==> config.mk <==
export PLATFORM = sky130hd
export DESIGN_NAME = sctb_ctrl
export DESIGN_NICKNAME = d
export VERILOG_FILES = /design/src/rtl/sctb_pkg.sv /design/src/rtl/sctb_ctrl.sv
export SDC_FILE = /design/constraint.sdc
export NUM_CORES = 1
export LEC_CHECK = 0
export ABC_AREA = 1
export BUFFER_PORTS_ARGS = -buffer_cell sky130_fd_sc_hd__buf_2
export CORE_AREA = 10 10 47 49
export CTS_BUF_LIST = sky130_fd_sc_hd__clkbuf_8
export CTS_CLUSTER_DIAMETER = 40
export DETAILED_ROUTE_END_ITERATION = 12
export DIE_AREA = 0 0 57 59
export PLACE_DENSITY_LB_ADDON = 0.08
export SYNTH_ARGS = -nofsm -noshare
export SYNTH_HDL_FRONTEND = slang
export SYNTH_SLANG_ARGS = --single-unit
==> constraint.sdc <==
create_clock -name aclk -period 2.2 [get_ports aclk]
set_clock_uncertainty 0.15 [all_clocks]
set_input_delay 0.55 -clock aclk [delete_from_list [all_inputs] [get_ports aclk]]
set_output_delay 0.55 -clock aclk [all_outputs]
set_load 0.1 [all_outputs]
==> src/rtl/sctb_pkg.sv <==
package sctb_pkg;

    localparam int SLOT_BYTES_DEF = 1024;
    localparam int SLOT_COUNT_DEF = 32;

    localparam int OP_W    = 2;
    localparam int BYTE_W  = 8;
    localparam int LEN_W   = 11;
    localparam int ST_W    = 3;
    localparam int PEND_W  = 16;
    localparam int SLOT_W  = 5;

    localparam int S_TDATA_W = 24;
    localparam int S_TUSER_W = 3;
    localparam int M_TDATA_W = 40;
    localparam int M_TUSER_W = ST_W;

    localparam logic [OP_W-1:0] OP_APPEND = 2'd0;
    localparam logic [OP_W-1:0] OP_DRAIN  = 2'd1;
    localparam logic [OP_W-1:0] OP_DONE   = 2'd2;
    localparam logic [OP_W-1:0] OP_CLEAR  = 2'd3;

    localparam logic [ST_W-1:0] ST_OK      = 3'd0;
    localparam logic [ST_W-1:0] ST_BADLEN  = 3'd1;
    localparam logic [ST_W-1:0] ST_FULL    = 3'd2;
    localparam logic [ST_W-1:0] ST_EMPTY   = 3'd3;
    localparam logic [ST_W-1:0] ST_IGNORED = 3'd4;

    typedef logic [3:0] act_t;

    localparam act_t ACT_NONE      = 4'd0;
    localparam act_t ACT_LOAD      = 4'd1;
    localparam act_t ACT_BADLEN    = 4'd2;
    localparam act_t ACT_FULL      = 4'd3;
    localparam act_t ACT_APPEND    = 4'd4;
    localparam act_t ACT_EMPTY     = 4'd5;
    localparam act_t ACT_DRAIN_RD  = 4'd6;
    localparam act_t ACT_DRAIN_OUT = 4'd7;
    localparam act_t ACT_DONE      = 4'd8;
    localparam act_t ACT_CLEAR     = 4'd9;

    typedef struct packed {
        logic sel_next;
        act_t act;
    } cmd_t;

    typedef struct packed {
        logic [OP_W-1:0] op;
        logic            first;
        logic            len_bad;
        logic            fits_cur;
        logic            slot_used;
        logic            nothing;
        logic            out_busy;
    } stat_t;

endpackage

==> src/rtl/sctb_ctrl.sv <==
module sctb_ctrl
    import sctb_pkg::*;
(
    input  logic  aclk,
    input  logic  aresetn,
    input  logic  s_tvalid,
    output logic  s_tready,
    input  stat_t stat,
    output cmd_t  cmd
);

    localparam logic [2:0] S_IDLE = 3'd0;
    localparam logic [2:0] S_RD   = 3'd1;
    localparam logic [2:0] S_EXEC = 3'd2;
    localparam logic [2:0] S_RDN  = 3'd3;
    localparam logic [2:0] S_NXT  = 3'd4;
    localparam logic [2:0] S_DRD  = 3'd5;

    logic [2:0] state_reg;
    logic [2:0] state_next;

    assign s_tready = (state_reg == S_IDLE) && aresetn;

    always_comb begin
        state_next   = state_reg;
        cmd.sel_next = (state_reg == S_RDN) || (state_reg == S_NXT);
        cmd.act      = ACT_NONE;
        case (state_reg)
            S_IDLE: begin
                if (s_tvalid && s_tready) begin
                    cmd.act    = ACT_LOAD;
                    state_next = S_RD;
                end
            end
            S_RD: begin
                state_next = S_EXEC;
            end
            S_EXEC: begin
                if (!stat.out_busy) begin
                    state_next = S_IDLE;
                    case (stat.op)
                        OP_APPEND: begin
                            if (stat.first && stat.len_bad) begin
                                cmd.act = ACT_BADLEN;
                            end else if (stat.first && !stat.fits_cur) begin
                                state_next = S_RDN;
                            end else begin
                                cmd.act = ACT_APPEND;
                            end
                        end
                        OP_DRAIN: begin
                            if (stat.nothing) begin
                                cmd.act = ACT_EMPTY;
                            end else begin
                                cmd.act    = ACT_DRAIN_RD;
                                state_next = S_DRD;
                            end
                        end
                        OP_DONE: begin
                            cmd.act = stat.nothing ? ACT_EMPTY : ACT_DONE;
                        end
                        default: begin
                            cmd.act = ACT_CLEAR;
                        end
                    endcase
                end
            end
            S_RDN: begin
                state_next = S_NXT;
            end
            S_NXT: begin
                cmd.act    = stat.slot_used ? ACT_FULL : ACT_APPEND;
                state_next = S_IDLE;
            end
            S_DRD: begin
                cmd.act    = ACT_DRAIN_OUT;
                state_next = S_IDLE;
            end
            default: begin
                state_next = S_IDLE;
            end
        endcase
    end

    always_ff @(posedge aclk) begin
        if (!aresetn) begin
            state_reg <= S_IDLE;
        end else begin
            state_reg <= state_next;
        end
    end

endmodule

Word-level counts from Yosys, hierarchy flattened:

Cells that the tools add are included.

* logic and storage cells: 35
* input port bits: 11
* flip-flop bits (word level): 3
* output and inout bits: 6

* reduce and logical (&&, ||, !) cells: 9
* eq/ne operators: 9
* multiplexer cells: 16

Operators with widths (count)
* 3-bit 2-to-1 mux: 6
* 4-bit case mux with 4 select lines: 1
* 3-bit case mux with 4 select lines: 1
* 4-bit case mux with 3 select lines: 1
* 4-bit 2-to-1 mux: 2
* 3-bit by 2-bit equality test with 1-bit output, second input constant: 2
* 3-bit equality test, second input constant: 2
* 2-bit 2-to-1 mux: 3
* 3-bit case mux with 2 select lines: 1
* 1-bit logical AND: 4
* 3-bit by 1-bit equality test with 1-bit output, second input constant: 1
* 3-bit zero test: 1
* 2-bit by 1-bit equality test with 1-bit output, second input constant: 1
* 2-bit equality test, second input constant: 1
* 2-bit zero test: 1
* 2-bit by 1-bit != test with 1-bit output, second input constant: 1
* 2-bit != test, second input constant: 1
* 2-bit AND reduction: 1
* 1-bit zero test: 1
* 1-bit logical OR: 1
* 1-bit 2-to-1 mux: 1

Depth between registers and ports, before layout:

* depth after elaboration: 7
* gate-level depth with buffers: 8
* depth with buffers taken out: 8

Worst setup path after synthesis:

No wires, ideal clock.

* kind: input to output
* start point: in aresetn
* end point: out cmd[0] in the netlist's numbering
* stages: 4
* setup slack: -1029 ps
* required time: 1500 ps
* data arrival time: 2529 ps
* path buffers: 0
* path through: inv_1 > nor2_1 > nand2_1 > o211ai_2

RTL lines
* from (decl): line sctb_ctrl.sv:5 `input logic aresetn,`
* to (decl): line sctb_ctrl.sv:9 `output cmd_t cmd`

==> impl_metrics.json <==
{
  "leakage_nw": 0.3586,
  "port_buffers": 16,
  "grt_max_degree": 6,
  "max_slew.worst_pin.slew_ns": 0.4863,
  "drc": 0,
  "endpoint": "cmd[4]",
  "hold_path_class": "input port to flop",
  "start_kind": "flop",
  "post_drt_wl_per_cell_um": 9.573,
  "powerDensity_nw_per_um2": 1606,
  "finalNetCount": 99,
  "synthTopCellsByArea": "nand2_1 18%, dfxtp_1 15%, inv_1 11%",
  "dieArea_um2": 3363,
  "drt_iter0_drc": 0,
  "largest_reg_flops": 3,
  "yosysTopAreaCellShare_pct": 18.39,
  "clk_pin_slew_worst_paths_ns": 0.03,
  "synthTopCellsByCount": "19 x nand2_1, 11 x inv_1, 6 x nor2_1",
  "diodes": 0,
  "critPathMaxFanout": 4,
  "via_per_inst": 4.126,
  "seq_area_um2": 60.06,
  "synthArstFlopShare_pct": 0,
  "grt_pass1_vias": 432,
  "slew_headroom_pct": 67.80,
  "holdWs_ns": 0.4547,
  "cts_num_sinks": 3,
  "setup-violations-final": 0,
  "finalCritPeriodShare_pct": 94.95,
  "setup.worst_path.end_class": "output pin",
  "start_util_pct": 27.68,
  "crit_start": "state_reg[1]$_SDFFE_PN0P_",
  "clock_path_buffers": 2,
  "synth_edf_count": 0,
  "multi_input_area_um2": 305.3,
  "area_growth_pct": 69.35,
  "finalWeightedCongestion": 0.7616,
  "grt-ovfl-total": 0,
  "num_vias": 425,
  "cts_setup_buffers": 0,
  "drv_cap": 0,
  "max_freq_ghz": 0.4787,
  "rows": 14,
  "status": "complete, no violations",
  "io_pins": 17,
  "fillers": 166,
  "cp_cell_sequence": "inv_2 -> nor2_1 -> nand2_1 -> nand2_1 -> buf_2",
  "worstPathRequired_ns": 1.50,
  "period_needed_ns": 2.089,
  "die_w_um": 57,
  "crit_path_max_incr_delay_ns": 0.43,
  "synth_nets": 76,
  "grt_pass1_wl_mm": 1.766,
  "seq_area_frac_synth_pct": 15.48,
  "synth_cell_types": 18,
  "ys_ff_latch": 3,
  "drt-total-wl_um": 986,
  "insertion_delay_ns": 0.21,
  "r2r-end": "state_reg[0]$_SDFFE_PN0P_",
  "critPathKind": "flop to output pin",
  "detailed_place_hpwl_um": 891.4,
  "track_usage_pct": 6.199,
  "fin_area_um2": 656.9,
  "core_um2": 1401,
  "die_y_um": 59,
  "post_route_cells_drive_above_1_share_pct": 51.72,
  "reg2reg_depth": 6,
  "htree_levels": 1,
  "cpMaxStageDelayCell": "dfxtp_1",
  "syn_area_um2": 387.9,
  "slew_viol_final": 0,
  "min_path_cells": 3,
  "worstPathArrival_ns": 1.39,
  "yosysWarningCount": 0,
  "postRouteAntennaNets": 0,
  "cts_made_buffers": 3,
  "finalHoldViolations": 0,
  "cp_common_cell": "nand2_1",
  "synth.avg_cell_area_um2": 5.967,
  "cts_tree": "built",
  "drt-pass1-iter-count": 1,
  "post_dp_cell_area_um2": 609.3,
  "rsz0062_at_grt": "no",
  "r2r_slack_ns": 1.04,
  "antenna_found_initial": 0,
  "postSynthCellCount": 65,
  "yosysTopAreaCell": "nand2_1",
  "reg2reg_from": "state_reg[1]$_SDFFE_PN0P_",
  "synthMostInstantiatedCell": "nand2_1",
  "vdd_drop_max_v": 0.0007795,
  "cts_root_buffer": "clkbuf_8",
  "synth-main-ff-cell": "dfxtp_1"
}
[routing by layer]
metal / global-route usage, % / routed length (um)
met5: 0 / 0
met4: 2.013 / 0
met3: 2.575 / 92
met2: 10.08 / 490
met1: 7.186 / 402
[logic make-up (layout without fill, tap and decap cells)]
kind of cell,count (synthesis),in the layout,share of synthesized area [%]
buf+inv,15,37,14.52
compound gates,8,8,16.78
simple gates,39,39,53.23
flops,3,3,15.48
[metrics by stage]
stage | power, mW | util, % | cells | setup WS [ns] | TNS (ns)
2_1_floorplan | 0.6911 | - | 65 | -0.07517 | -0.07517
3_3_place_gp | 0.9093 | 43.48 | 99 | 0.1570 | 0
3_5_place_dp | 0.9086 | 43.48 | 99 | 0.1586 | 0
4_1_cts | 1.067 | 46.70 | 103 | 0.09713 | 0
5_1_grt | 1.127 | 46.88 | 103 | 0.007277 | 0
6_report | 1.055 | 46.88 | 103 | 0.1111 | 0
[cells in the final DEF, fill, tap and decap left out, drive strengths merged]
master	n
o21ai	3
nand3b	1
inv	16
o21a	1
nand3	5
nand2	22
nor2	10
dfxtp	3
o211ai	1
clkbuf	3
a21oi	3
buf	18
nand4	1
[worst max-delay path, delay by kind of cell, from the launching register on]
| family | cells | cell delay, ns |
|---|---|---|
| buf+inv | 2 | 0.50 |
| flops | 1 | 0.43 |
| simple gates | 3 | 0.25 |
[layout make-up]
cell class / instances / area share (%)
flip-flops and latches: 3 / 9.143
multi-input cells: 47 / 46.48
clock inverters: 1 / 0.5714
inverters: 15 / 8.571
clock buffers: 3 / 6.286
well taps: 16 / 3.048
repair buffers: 18 / 25.90
[worst min path at each step]
stage | from | to | slack (ns)
global route | aresetn | state_reg[1]$_SDFFE_PN0P_ | 0.50
global placement | state_reg[2]$_SDFFE_PN0P_ | state_reg[0]$_SDFFE_PN0P_ | 0.47
floorplan | state_reg[2]$_SDFFE_PN0P_ | state_reg[0]$_SDFFE_PN0P_ | 0.44
detailed placement | state_reg[2]$_SDFFE_PN0P_ | state_reg[0]$_SDFFE_PN0P_ | 0.47
CTS | aresetn | state_reg[1]$_SDFFE_PN0P_ | 0.46
finish | aresetn | state_reg[1]$_SDFFE_PN0P_ | 0.45
[repair_timing]
action / 4_1_cts / 5_1_grt
setup endpoints to repair: 0 / 1
hold buffers: 0 / 0
gates resized for setup: 0 / 1
[power breakdown]
part           leakage (nW)  switching, mW  internal, mW
clock                0.0269         0.0328         0.118
combinational         0.307          0.528         0.262
sequential           0.0247         0.0354        0.0783
(Power assumes the default switching activity.)
